[src/design/efg_pkg.sv]
`default_nettype none

package efg_pkg;

  localparam int MAX_CHANNELS = 8;
  localparam int TALLY_W      = $clog2(MAX_CHANNELS + 1);

  localparam int SMP_W  = 16;
  localparam int ENV_W  = 23;
  localparam int ACC_W  = 34;
  localparam int LVL_W  = 17;
  localparam int GAIN_W = 16;
  localparam int COEF_W = 24;
  localparam int MUL_W  = 24;
  localparam int PRD_W  = 2 * MUL_W;
  localparam int FLT_W  = COEF_W + ENV_W;
  localparam int CS_W   = 20;
  localparam int CNT_W  = 6;
  localparam int CFG_W  = 24;
  localparam int IDX_W  = 3;

  localparam int DIV_STEPS  = ACC_W;
  localparam int SQRT_STEPS = ACC_W / 2;

  localparam logic [CNT_W-1:0] DIV_LAST  = CNT_W'(DIV_STEPS - 1);
  localparam logic [CNT_W-1:0] SQRT_LAST = CNT_W'(SQRT_STEPS - 1);

  localparam logic [ENV_W-1:0]  ENV_MAX  = '1;
  localparam logic [ACC_W-1:0]  ACC_MAX  = '1;
  localparam logic [LVL_W-1:0]  PEAK_CAP = '1;

  localparam logic [GAIN_W-1:0] GAIN_RST    = GAIN_W'(256);
  localparam logic [ENV_W-1:0]  THRESH_RST  = ENV_W'(3277);
  localparam logic [COEF_W-1:0] ATTACK_RST  = COEF_W'(34916);
  localparam logic [COEF_W-1:0] RELEASE_RST = COEF_W'(3495);

  typedef enum logic [IDX_W-1:0] {
    CFG_DETECT_MODE    = 3'd0,
    CFG_INPUT_GAIN     = 3'd1,
    CFG_GATE_THRESHOLD = 3'd2,
    CFG_ATTACK_COEFF   = 3'd3,
    CFG_RELEASE_COEFF  = 3'd4
  } cfg_index_e;

  typedef enum logic [3:0] {
    ST_IDLE,
    ST_FOLD,
    ST_FRAME,
    ST_DIV,
    ST_SQRT,
    ST_GAIN,
    ST_SAT,
    ST_FILT,
    ST_UPD,
    ST_GATE,
    ST_EMIT
  } efg_state_e;

  typedef struct packed {
    logic signed [SMP_W-1:0] sample_value;
    logic                    last_in_frame;
  } in_word_t;

  typedef struct packed {
    logic [ENV_W-1:0] envelope_out;
    logic             gate_out;
  } out_word_t;

  typedef struct packed {
    efg_state_e state;
    logic       step_last;
  } seq_ctrl_t;

  typedef struct packed {
    logic in_fire;
    logic frame_end;
    logic rms_mode;
    logic out_free;
  } seq_stat_t;

endpackage

`default_nettype wire

[src/design/envelope_follower_with_gate_unit.sv]
`default_nettype none

// channel   signals                                   direction
// in        in_valid_i, in_ready_o, in_word_i         sample word in
// out       out_valid_o, out_ready_i, out_word_o      envelope/gate word out
// cfg       cfg_valid_i, cfg_ready_o, cfg_index_i,    register write in
//           cfg_data_i
//
// A word without the frame mark passes accept and fold before ready returns.
// A marked word then passes frame, gain, saturate, filter, update, gate and emit.
// RMS mode adds 34 divide and 17 square root steps on the shared compare/subtract unit.
// One 24x24 multiplier is shared by square, gain and filter steps.
// The finished word waits in the output register; a full output register holds
// the sequencer in its last step. Reset clears envelope, gate, frame sums and
// restores config defaults.

module envelope_follower_with_gate_unit (
  input  wire logic                       clk_i,
  input  wire logic                       rst_ni,
  input  wire logic                       in_valid_i,
  output logic                            in_ready_o,
  input  wire efg_pkg::in_word_t          in_word_i,
  output logic                            out_valid_o,
  input  wire logic                       out_ready_i,
  output efg_pkg::out_word_t              out_word_o,
  input  wire logic                       cfg_valid_i,
  output logic                            cfg_ready_o,
  input  wire logic [efg_pkg::IDX_W-1:0]  cfg_index_i,
  input  wire logic [efg_pkg::CFG_W-1:0]  cfg_data_i
);

  efg_pkg::seq_ctrl_t ctrl;
  efg_pkg::seq_stat_t stat;

  logic                        mode_q;
  logic [efg_pkg::GAIN_W-1:0]  gain_q;
  logic [efg_pkg::ENV_W-1:0]   thresh_q;
  logic [efg_pkg::COEF_W-1:0]  attack_q;
  logic [efg_pkg::COEF_W-1:0]  release_q;

  logic [efg_pkg::ACC_W-1:0]   accum_q, accum_d;
  logic [efg_pkg::TALLY_W-1:0] tally_q, tally_d;
  logic [efg_pkg::ENV_W-1:0]   env_q, env_d;
  logic                        gate_q, gate_d;
  logic                        out_valid_q, out_valid_d;

  logic [efg_pkg::SMP_W-1:0]   sample_q;
  logic                        last_q;
  logic [efg_pkg::ACC_W-1:0]   work_q, work_d;
  logic [efg_pkg::CS_W-1:0]    rem_q, rem_d;
  logic [efg_pkg::LVL_W-1:0]   root_q, root_d;
  logic [efg_pkg::FLT_W-1:0]   prod_q, prod_d;
  logic [efg_pkg::ENV_W-1:0]   det_q, det_d;
  logic                        up_q, up_d;
  efg_pkg::out_word_t          out_q, out_d;

  logic                        in_fire;
  logic [efg_pkg::SMP_W-1:0]   mag;
  logic [efg_pkg::MUL_W-1:0]   mul_a, mul_b;
  logic [efg_pkg::PRD_W-1:0]   mul_p;
  logic [efg_pkg::CS_W-1:0]    cs_a, cs_b, cs_diff;
  logic                        cs_ge;
  logic [efg_pkg::TALLY_W-1:0] divisor;
  logic [efg_pkg::ACC_W:0]     sq_sum;
  logic                        det_ge, det_gt;
  logic [efg_pkg::ENV_W-1:0]   env_diff;
  logic [efg_pkg::ENV_W:0]     step_dn;

  assign in_ready_o  = (ctrl.state == efg_pkg::ST_IDLE);
  assign in_fire     = in_valid_i & in_ready_o;
  assign cfg_ready_o = 1'b1;
  assign out_valid_o = out_valid_q;
  assign out_word_o  = out_q;

  assign stat.in_fire   = in_fire;
  assign stat.frame_end = last_q;
  assign stat.rms_mode  = mode_q;
  assign stat.out_free  = ~out_valid_q | out_ready_i;

  efg_seq u_seq (
    .clk_i  (clk_i),
    .rst_ni (rst_ni),
    .stat_i (stat),
    .ctrl_o (ctrl)
  );

  efg_cmpsub u_cmpsub (
    .a_i    (cs_a),
    .b_i    (cs_b),
    .diff_o (cs_diff),
    .ge_o   (cs_ge)
  );

  assign mag     = sample_q[efg_pkg::SMP_W-1] ? (~sample_q + 1'b1) : sample_q;
  assign divisor = (tally_q == '0) ? efg_pkg::TALLY_W'(1) : tally_q;
  assign det_ge  = (det_q >= env_q);
  assign det_gt  = (det_q > env_q);
  assign env_diff = det_ge ? (det_q - env_q) : (env_q - det_q);
  assign sq_sum  = {1'b0, accum_q} + (efg_pkg::ACC_W + 1)'(mul_p[2*efg_pkg::SMP_W-1:0]);
  assign step_dn = {1'b0, prod_q[efg_pkg::FLT_W-1:efg_pkg::COEF_W]}
                 + (efg_pkg::ENV_W + 1)'(|prod_q[efg_pkg::COEF_W-1:0]);

  // shared multiplier operands
  always_comb begin
    case (ctrl.state)
      efg_pkg::ST_FOLD: begin
        mul_a = efg_pkg::MUL_W'(mag);
        mul_b = efg_pkg::MUL_W'(mag);
      end
      efg_pkg::ST_GAIN: begin
        mul_a = efg_pkg::MUL_W'(root_q);
        mul_b = efg_pkg::MUL_W'(gain_q);
      end
      default: begin
        mul_a = det_gt ? attack_q : release_q;
        mul_b = efg_pkg::MUL_W'(env_diff);
      end
    endcase
  end

  assign mul_p = mul_a * mul_b;

  // shared compare/subtract operands
  always_comb begin
    if (ctrl.state == efg_pkg::ST_DIV) begin
      cs_a = efg_pkg::CS_W'({rem_q[efg_pkg::TALLY_W-1:0], work_q[efg_pkg::ACC_W-1]});
      cs_b = efg_pkg::CS_W'(divisor);
    end else begin
      cs_a = {rem_q[efg_pkg::CS_W-3:0], work_q[efg_pkg::ACC_W-1 -: 2]};
      cs_b = efg_pkg::CS_W'({root_q, 2'b01});
    end
  end

  always_comb begin
    accum_d     = accum_q;
    tally_d     = tally_q;
    env_d       = env_q;
    gate_d      = gate_q;
    out_valid_d = out_valid_q & ~out_ready_i;
    work_d      = work_q;
    rem_d       = rem_q;
    root_d      = root_q;
    prod_d      = prod_q;
    det_d       = det_q;
    up_d        = up_q;
    out_d       = out_q;
    unique case (ctrl.state)
      efg_pkg::ST_FOLD: begin
        if (tally_q < efg_pkg::TALLY_W'(efg_pkg::MAX_CHANNELS)) begin
          if (!mode_q) begin
            if (efg_pkg::ACC_W'(mag) > accum_q) accum_d = efg_pkg::ACC_W'(mag);
          end else begin
            accum_d = sq_sum[efg_pkg::ACC_W] ? efg_pkg::ACC_MAX
                                             : sq_sum[efg_pkg::ACC_W-1:0];
          end
          tally_d = tally_q + 1'b1;
        end
      end
      efg_pkg::ST_FRAME: begin
        work_d = accum_q;
        rem_d  = '0;
        if (mode_q) begin
          root_d = '0;
        end else if (|accum_q[efg_pkg::ACC_W-1:efg_pkg::LVL_W]) begin
          root_d = efg_pkg::PEAK_CAP;
        end else begin
          root_d = accum_q[efg_pkg::LVL_W-1:0];
        end
      end
      efg_pkg::ST_DIV: begin
        work_d = {work_q[efg_pkg::ACC_W-2:0], cs_ge};
        rem_d  = cs_ge ? cs_diff : cs_a;
        if (ctrl.step_last) begin
          rem_d  = '0;
          root_d = '0;
        end
      end
      efg_pkg::ST_SQRT: begin
        work_d = {work_q[efg_pkg::ACC_W-3:0], 2'b00};
        rem_d  = cs_ge ? cs_diff : cs_a;
        root_d = {root_q[efg_pkg::LVL_W-2:0], cs_ge};
      end
      efg_pkg::ST_GAIN: begin
        prod_d = mul_p[efg_pkg::FLT_W-1:0];
      end
      efg_pkg::ST_SAT: begin
        // level * gain / 256, saturated
        det_d = (|prod_q[efg_pkg::LVL_W+efg_pkg::GAIN_W-1:efg_pkg::ENV_W+8])
              ? efg_pkg::ENV_MAX : prod_q[efg_pkg::ENV_W+7:8];
      end
      efg_pkg::ST_FILT: begin
        prod_d = mul_p[efg_pkg::FLT_W-1:0];
        up_d   = det_ge;
      end
      efg_pkg::ST_UPD: begin
        // floor toward minus infinity on the way down
        env_d = up_q ? (env_q + prod_q[efg_pkg::FLT_W-1:efg_pkg::COEF_W])
                     : (env_q - step_dn[efg_pkg::ENV_W-1:0]);
      end
      efg_pkg::ST_GATE: begin
        if (!gate_q) begin
          gate_d = (env_q >= thresh_q);
        end else if ({env_q, 1'b0} < {1'b0, thresh_q}) begin
          gate_d = 1'b0;
        end
      end
      efg_pkg::ST_EMIT: begin
        if (stat.out_free) begin
          out_d.envelope_out = env_q;
          out_d.gate_out     = gate_q;
          out_valid_d        = 1'b1;
          accum_d            = '0;
          tally_d            = '0;
        end
      end
      default: begin
      end
    endcase
  end

  always_ff @(posedge clk_i or negedge rst_ni) begin
    if (!rst_ni) begin
      mode_q      <= 1'b0;
      gain_q      <= efg_pkg::GAIN_RST;
      thresh_q    <= efg_pkg::THRESH_RST;
      attack_q    <= efg_pkg::ATTACK_RST;
      release_q   <= efg_pkg::RELEASE_RST;
      accum_q     <= '0;
      tally_q     <= '0;
      env_q       <= '0;
      gate_q      <= 1'b0;
      out_valid_q <= 1'b0;
    end else begin
      accum_q     <= accum_d;
      tally_q     <= tally_d;
      env_q       <= env_d;
      gate_q      <= gate_d;
      out_valid_q <= out_valid_d;
      if (cfg_valid_i && cfg_ready_o) begin
        unique case (cfg_index_i)
          efg_pkg::CFG_DETECT_MODE:    mode_q    <= cfg_data_i[0];
          efg_pkg::CFG_INPUT_GAIN:     gain_q    <= cfg_data_i[efg_pkg::GAIN_W-1:0];
          efg_pkg::CFG_GATE_THRESHOLD: thresh_q  <= cfg_data_i[efg_pkg::ENV_W-1:0];
          efg_pkg::CFG_ATTACK_COEFF:   attack_q  <= cfg_data_i[efg_pkg::COEF_W-1:0];
          efg_pkg::CFG_RELEASE_COEFF:  release_q <= cfg_data_i[efg_pkg::COEF_W-1:0];
          default: begin
          end
        endcase
      end
    end
  end

  always_ff @(posedge clk_i) begin
    if (in_fire) begin
      sample_q <= in_word_i.sample_value;
      last_q   <= in_word_i.last_in_frame;
    end
    work_q <= work_d;
    rem_q  <= rem_d;
    root_q <= root_d;
    prod_q <= prod_d;
    det_q  <= det_d;
    up_q   <= up_d;
    out_q  <= out_d;
  end

endmodule

`default_nettype wire

[src/design/efg_cmpsub.sv]
`default_nettype none

module efg_cmpsub (
  input  wire logic [efg_pkg::CS_W-1:0] a_i,
  input  wire logic [efg_pkg::CS_W-1:0] b_i,
  output logic      [efg_pkg::CS_W-1:0] diff_o,
  output logic                          ge_o
);

  logic [efg_pkg::CS_W:0] sub;

  assign sub    = {1'b0, a_i} - {1'b0, b_i};
  assign diff_o = sub[efg_pkg::CS_W-1:0];
  assign ge_o   = ~sub[efg_pkg::CS_W];

endmodule

`default_nettype wire

[src/design/efg_seq.sv]
`default_nettype none

module efg_seq (
  input  wire logic              clk_i,
  input  wire logic              rst_ni,
  input  wire efg_pkg::seq_stat_t stat_i,
  output efg_pkg::seq_ctrl_t      ctrl_o
);

  efg_pkg::efg_state_e state_q, state_d;
  logic [efg_pkg::CNT_W-1:0] cnt_q, cnt_d;

  always_ff @(posedge clk_i or negedge rst_ni) begin
    if (!rst_ni) begin
      state_q <= efg_pkg::ST_IDLE;
      cnt_q   <= '0;
    end else begin
      state_q <= state_d;
      cnt_q   <= cnt_d;
    end
  end

  always_comb begin
    state_d = state_q;
    cnt_d   = cnt_q;
    unique case (state_q)
      efg_pkg::ST_IDLE: begin
        if (stat_i.in_fire) state_d = efg_pkg::ST_FOLD;
      end
      efg_pkg::ST_FOLD: begin
        state_d = stat_i.frame_end ? efg_pkg::ST_FRAME : efg_pkg::ST_IDLE;
      end
      efg_pkg::ST_FRAME: begin
        if (stat_i.rms_mode) begin
          state_d = efg_pkg::ST_DIV;
          cnt_d   = efg_pkg::DIV_LAST;
        end else begin
          state_d = efg_pkg::ST_GAIN;
        end
      end
      efg_pkg::ST_DIV: begin
        if (cnt_q == '0) begin
          state_d = efg_pkg::ST_SQRT;
          cnt_d   = efg_pkg::SQRT_LAST;
        end else begin
          cnt_d = cnt_q - 1'b1;
        end
      end
      efg_pkg::ST_SQRT: begin
        if (cnt_q == '0) begin
          state_d = efg_pkg::ST_GAIN;
        end else begin
          cnt_d = cnt_q - 1'b1;
        end
      end
      efg_pkg::ST_GAIN: state_d = efg_pkg::ST_SAT;
      efg_pkg::ST_SAT:  state_d = efg_pkg::ST_FILT;
      efg_pkg::ST_FILT: state_d = efg_pkg::ST_UPD;
      efg_pkg::ST_UPD:  state_d = efg_pkg::ST_GATE;
      efg_pkg::ST_GATE: state_d = efg_pkg::ST_EMIT;
      efg_pkg::ST_EMIT: begin
        if (stat_i.out_free) state_d = efg_pkg::ST_IDLE;
      end
      default: state_d = efg_pkg::ST_IDLE;
    endcase
  end

  assign ctrl_o.state     = state_q;
  assign ctrl_o.step_last = (cnt_q == '0);

endmodule

`default_nettype wire
[config.mk]
export PLATFORM = sky130hd
export DESIGN_NAME = envelope_follower_with_gate_unit
export DESIGN_NICKNAME = d
export VERILOG_FILES = /design/src/design/efg_pkg.sv /design/src/design/envelope_follower_with_gate_unit.sv /design/src/design/efg_cmpsub.sv /design/src/design/efg_seq.sv
export SDC_FILE = /design/constraint.sdc
export NUM_CORES = 2
export LEC_CHECK = 0
export ABC_AREA = 0
export ABC_CLOCK_PERIOD_IN_PS = 14840
export BUFFER_PORTS_ARGS = -buffer_cell sky130_fd_sc_hd__buf_4
export CAP_MARGIN = 10
export CORE_UTILIZATION = 50
export DETAILED_ROUTE_END_ITERATION = 10
export PLACE_DENSITY = 0.66
export SYNTH_ARGS = -nofsm -noshare
export SYNTH_HDL_FRONTEND = slang
export SYNTH_SLANG_ARGS = --single-unit
[constraint.sdc]
create_clock -name clk_i -period 14.84 [get_ports clk_i]
set_input_delay 2.968 -clock clk_i [delete_from_list [all_inputs] [get_ports clk_i]]
set_output_delay 2.968 -clock clk_i [all_outputs]
set_load 0.03 [all_outputs]
# Word-level counts from Yosys, hierarchy flattened
# Index checks and enable logic that the tools add are counted.
# totals
ff_bits	342
latchBits	0
ramBits	0
mem_bits_ro	0
inputBits	49
output_inout_bits	27
elab_cells	129
n_memories	0
# op_classes
n_addsub	10
mul	1
div	0
order_cmp	6
eq_ne	22
shift	0
n_mux	40
bitwise_logic	7
reduce_logical	21
# op_table
operator	n
$mux 34	5
$pmux 34 s3	1
$sub 23x23->23	3
$pmux 34 s2	1
$pmux 18 s3	1
$mux 17	3
$pmux 17 s3	1
$pmux 24 s2	1
$mul 24x24->47	1
$ge 23x23->1	2
$mux 23	2
$pmux 23 s2	1
$pmux 4 s11	1
$mux 18	2
$add 34x32->35	1
$gt 16x34->1	1
$lt 24x23->1	1
$mux 24	1
$mux 4	6
$reduce_or 24->1	1
$add 23x1->23	1
$add 23x23->23	1
$gt 23x23->1	1
$sub 20x19->21	1
other kinds (37)	67

# Logic depth before layout (Yosys ltp)
# depth
depth_word	10
mapped_depth	53
mapped_depth_nobuf	48

# By module
# From an unflattened synthesis, not the netlist that was laid out.
# hier_totals
hier_cells	4693
hier_area_um2	42528.3
# by_module_without_submodules
mod	n_inst	cells_per_inst	area_each_um2	seq_area_each_um2
envelope_follower_with_gate_unit	1	4444	40654.0	9240.1
efg_cmpsub	1	163	1134.8	0.0
efg_seq	1	86	739.5	250.2

# Least setup slack after synthesis
# OpenSTA, ideal clock, no wires.
# synth_path
path_type	reg2reg
startpoint	register env_q[1] in the netlist's numbering
endpoint	register accum_q[15] in the netlist's numbering
setup_time_ns	0.136
arrival_time_ns	10.900
required_time_ns	14.704
path_slack_ns	3.803
path_stages_with_launch	50
path_buffers	3
period_less_slack_ns	11.037
path_cell_list	dfrtp_1 -> inv_1 -> ha_1 -> nand3b_1 -> nand2_1 -> a311o_1 -> a311o_1 -> nand2_2 -> a21o_1 -> buf_6 -> inv_4 -> buf_4 -> mux2i_1 -> xnor2_1 -> o21a_1 -> nor2_1 -> fa_1 -> inv_1 -> [14 not listed] -> nor3_1 -> o21ai_0 -> nand2b_1 -> nor2_1 -> o21ai_0 -> nand2b_1 -> xor2_1 -> ha_1 -> a21oi_1 -> o21ai_0 -> a221o_1 -> a311oi_1 -> nand3_1 -> o22ai_1 -> o21ai_1 -> clkbuf_1 -> o221ai_1 -> o21ai_0
# synth_between
elab_chain_len	9
word_cells_on_any_way	14
classes_between	add/sub (3); mul (1); order compare (2); mux (8)
# synth_rtl
element	line_no	source
start, declared	envelope_follower_with_gate_unit.sv:43	logic [efg_pkg::ENV_W-1:0] env_q, env_d;
start signal, assigned	envelope_follower_with_gate_unit.sv:236	env_q <= env_d;
$ge 23x23->1	envelope_follower_with_gate_unit.sv:96	assign det_ge = (det_q >= env_q);
net det_ge	envelope_follower_with_gate_unit.sv:65	logic det_ge, det_gt;
$mux 23	envelope_follower_with_gate_unit.sv:98	assign env_diff = det_ge ? (det_q - env_q) : (env_q - det_q);
$pmux 23 s2	envelope_follower_with_gate_unit.sv:105	case (ctrl.state)
$mul 24x24->47	envelope_follower_with_gate_unit.sv:121	assign mul_p = mul_a * mul_b;
net mul_p, one bit	envelope_follower_with_gate_unit.sv:60	logic [efg_pkg::PRD_W-1:0] mul_p;
$add 34x32->35	envelope_follower_with_gate_unit.sv:99	assign sq_sum = {1'b0, accum_q} + (efg_pkg::ACC_W + 1)'(mul_p[2*efg_pkg::SMP_W-1:0]);
$mux 34	envelope_follower_with_gate_unit.sv:153	accum_d = sq_sum[efg_pkg::ACC_W] ? efg_pkg::ACC_MAX
$mux 34	envelope_follower_with_gate_unit.sv:150	if (!mode_q) begin
$mux 34	envelope_follower_with_gate_unit.sv:149	if (tally_q < efg_pkg::TALLY_W'(efg_pkg::MAX_CHANNELS)) begin
$pmux 34 s2	envelope_follower_with_gate_unit.sv:147	unique case (ctrl.state)
end signal, assigned	envelope_follower_with_gate_unit.sv:234	accum_q <= accum_d;
end, declared	envelope_follower_with_gate_unit.sv:41	logic [efg_pkg::ACC_W-1:0] accum_q, accum_d;
# The timed path passes the listed nets, and every way through them passes these cells. The select of a mux whose other input is x is not followed.
# A chain may end at the register's enable or synchronous reset.

# Final worst setup path
# layout_path
startpoint	register env_q[5] in the netlist's numbering
endpoint	register accum_q[5] in the netlist's numbering
# layout_between
elab_chain_len	9
word_cells_on_any_way	14
classes_between	add/sub (3); mul (1); order compare (2); mux (8)
# layout_rtl
element	line_no
$sub 23x23->23 (tied with other cells)	envelope_follower_with_gate_unit.sv:98
$mux 23 or $mux 24 (tied branches)	envelope_follower_with_gate_unit.sv:98, envelope_follower_with_gate_unit.sv:115
$pmux 23 s2 or $pmux 24 s2 (tied branches)	envelope_follower_with_gate_unit.sv:105
$mul 24x24->47 (*)	envelope_follower_with_gate_unit.sv:121
net mul_p, one bit	envelope_follower_with_gate_unit.sv:60
$add 34x32->35 (*)	envelope_follower_with_gate_unit.sv:99
$mux 34 (*)	envelope_follower_with_gate_unit.sv:153
$mux 34 (*)	envelope_follower_with_gate_unit.sv:150
$mux 34 (*)	envelope_follower_with_gate_unit.sv:149
$pmux 34 s2 (*)	envelope_follower_with_gate_unit.sv:147
# The timed path passes the listed nets; every way through them passes the cells marked *. The select of a mux whose other input is x is not followed.

==> flow_metrics.env <==
export IMPL_fmax_ghz=0.0751
export IMPL_synthesis_nets=5443
export IMPL_drt_total_wl_mm=129
export IMPL_yosysWarningCount=0
export IMPL_wl_per_cell_um=23.0
export IMPL_status="finished clean"
export IMPL_postSynth_asyncResetShare=0.471
export IMPL_grt_overflow=0
export IMPL_whs_ns=0.498
export IMPL_synth_edf_count=181
export IMPL_crit_path_end_kind="register"
export IMPL_synth_ff_type="edfxtp_1"
export IMPL_dieArea_um2=83500
export IMPL_core_um2=80900
export IMPL_place_gp_congestion=1.01
export IMPL_critPathSlowestCell="a21o_1"
export IMPL_clk_pin_slew_ns=0.06
export IMPL_worst_pin_slew_ns=1.27
export IMPL_die_h_um=289
export IMPL_r2r_cells=45
export IMPL_fin_crit_sh=0.898
export IMPL_slew_viol_final=0
export IMPL_finalHoldViolCount=0
export IMPL_cts_tree="built"
export IMPL_hold_buffers=0
export IMPL_finalSetupTns_ns=0
export IMPL_max_stage_delay_ns=0.68
export IMPL_h_tree_depth=2
export IMPL_areaGrowthSynthToFinish_pct=7.74
export IMPL_synthCells=4529
export IMPL_cts_root_buf="clkbuf_16"
export IMPL_synth_cell_type_count=83
export IMPL_cp_arrival_ns=13.78
export IMPL_detail_route_antenna_nets=0
export IMPL_finClkSkew_ns=0.0344
export IMPL_cts_resized=0
export IMPL_rsz0062_at_grt="false"
export IMPL_critPathMaxFanout=16
export IMPL_cap_viol_max_count=0
export IMPL_port_buffers=74
export IMPL_ys_ff_latch=342
export IMPL_die_x_um=289
export IMPL_grt_pass1_vias=33100
export IMPL_clock_sinks=342
export IMPL_route_vias_total=33100
export IMPL_routed_via_density=5.88
export IMPL_placementRows=104
export IMPL_drt_iter0_drc=2949
export IMPL_hold_depth=1
export IMPL_hold_class="register to register"
export IMPL_worstSetupStartpointType="register"
export IMPL_cp_required_ns=15.30
export IMPL_critPathKind="register to register"
export IMPL_drtPass1Iterations=9
export IMPL_drive_gt1_frac=0.0818
export IMPL_netlist_area_um2=41200
export IMPL_post_route_util=0.548
export IMPL_initial_utilization=0.508
export IMPL_io_pin_count=76
export IMPL_grt_max_degree=77
export IMPL_track_usage=0.316
export IMPL_clk_path_buf_depth=3
export IMPL_cts_buffers=42
export IMPL_postCtsSetupBuffers=0
export IMPL_layout_min_cycle_time_ns=13.32
export IMPL_setup_viol=0
export IMPL_grt_pass1_wl_mm=199
export IMPL_dp_hpwl_mm=103
export IMPL_yosysSeqAreaShare=0.231
export IMPL_clkLatencyLatePin_ns=0.60
export IMPL_drc=0
export IMPL_antenna_found_initial=3
export IMPL_layout_nets=5439
export IMPL_avgSynthCellArea_um2=9.09
export IMPL_slew_headroom=0.154
cells in the final DEF (no fill, tap or decap), drive strengths merged, types with 38 or more instances in the layout:
cell / count
a21o: 108
a21oi: 208
and2: 68
buf: 154
clkbuf: 52
dfrtp: 140
edfxtp: 181
fa: 466
ha: 399
inv: 645
mux2: 71
mux2i: 38
nand2: 602
nand2b: 58
nand3: 54
nor2: 353
nor3: 55
o21ai: 213
or3: 39
xnor2: 113
xor2: 39
synth_stat cells (34+ instances only):
| library cell | number | share of area |
|---|---|---|
| ha_1 | 399 | 0.12 |
| o21ai_0 | 204 | 0.025 |
| buf_2 | 41 | 0.0050 |
| nor3_1 | 54 | 0.0066 |
| a21o_1 | 108 | 0.020 |
| edfxtp_1 | 181 | 0.13 |
| nor2_1 | 352 | 0.032 |
| a21oi_1 | 208 | 0.025 |
| dfrtp_1 | 140 | 0.085 |
| fa_1 | 466 | 0.23 |
| inv_1 | 638 | 0.058 |
| nand2b_1 | 58 | 0.0088 |
| and2_1 | 65 | 0.0099 |
| nor2b_1 | 34 | 0.0052 |
| nand2_1 | 601 | 0.055 |
| xnor2_1 | 113 | 0.024 |
| nand3_1 | 54 | 0.0066 |
| xor2_1 | 39 | 0.0083 |
| or3_1 | 39 | 0.0059 |
| mux2i_1 | 38 | 0.0092 |
| clkbuf_1 | 147 | 0.013 |
| mux2_2 | 70 | 0.019 |
cell type report:
type | count | area, µm²
fillers | 7353 | 36600
multi-input cells | 3346 | 28500
flip-flops and latches | 342 | 9490
inverters | 639 | 2400
well taps | 1060 | 1330
repair buffers | 154 | 1160
clock buffers | 52 | 1110
clock inverters | 26 | 303
diodes | 2 | 5.00
routing by layer:
layer / GRT usage / wire length, µm / part of all wire
met1: 0.429 / 53600 / 0.41
met2: 0.496 / 58500 / 0.45
met3: 0.0616 / 11200 / 0.087
met4: 0.127 / 5830 / 0.045
met5: 0 / 0 / 0
stage by stage:
stage               cell area (µm²)  worst slack (ns)  cells
finish                        44300              1.52   5621
global route                  44300             0.639   5619
CTS                           44300              1.68   5619
detailed placement            42900              1.72   5541
global placement              42900              1.92   5541
floorplan                     41200              3.80   4529
registers in the layout, indices dropped and copies added, names as in the netlist, 18 cells and up:
signal / flops
accum_q: 34
attack_q: 24
det_q: 23
env_q: 23
out_word_o: 24
prod_q: 47
release_q: 24
rem_q: 18
thresh_q: 23
work_q: 34
critical path, delay by kind of cell, from the launching register on:
kind	cells	cell delay, ns
adder cells (fa/ha/maj)	10	4.92
AO/OA/AOI/OAI	16	4.64
AND/OR/NAND/NOR	10	2.06
buffers and inverters	8	0.79
flip-flops	1	0.52
XOR/XNOR	1	0.28
worst paths after layout:
path / slack [ns] / to / start
min: 0.50 / attack_q[7] / attack_q[7]
max in group asynchronous: 11.14 / accum_q[24] / rst_ni
min in group asynchronous: 2.33 / out_valid_o / rst_ni
max: 1.52 / accum_q[5] / env_q[5]
min reg2reg: 0.50 / attack_q[7] / attack_q[7]
max reg2reg: 1.52 / accum_q[5] / env_q[5]
cells by family after synthesis:
logic type                 count (synthesis)  synth area share
AOI/OAI and AO/OA                        840             0.132
xor gates and xnor gates                 152            0.0323
adders and majority gates                865             0.348
buffers and inverters                    841            0.0786
DFF                                      342             0.231
muxes                                    109            0.0288
other                                      1         0.0000911
and+or+nand+nor                         1379             0.150
Power is not shown: default switching activity piles up to over one toggle a cycle in this logic, so the estimate is an artifact.
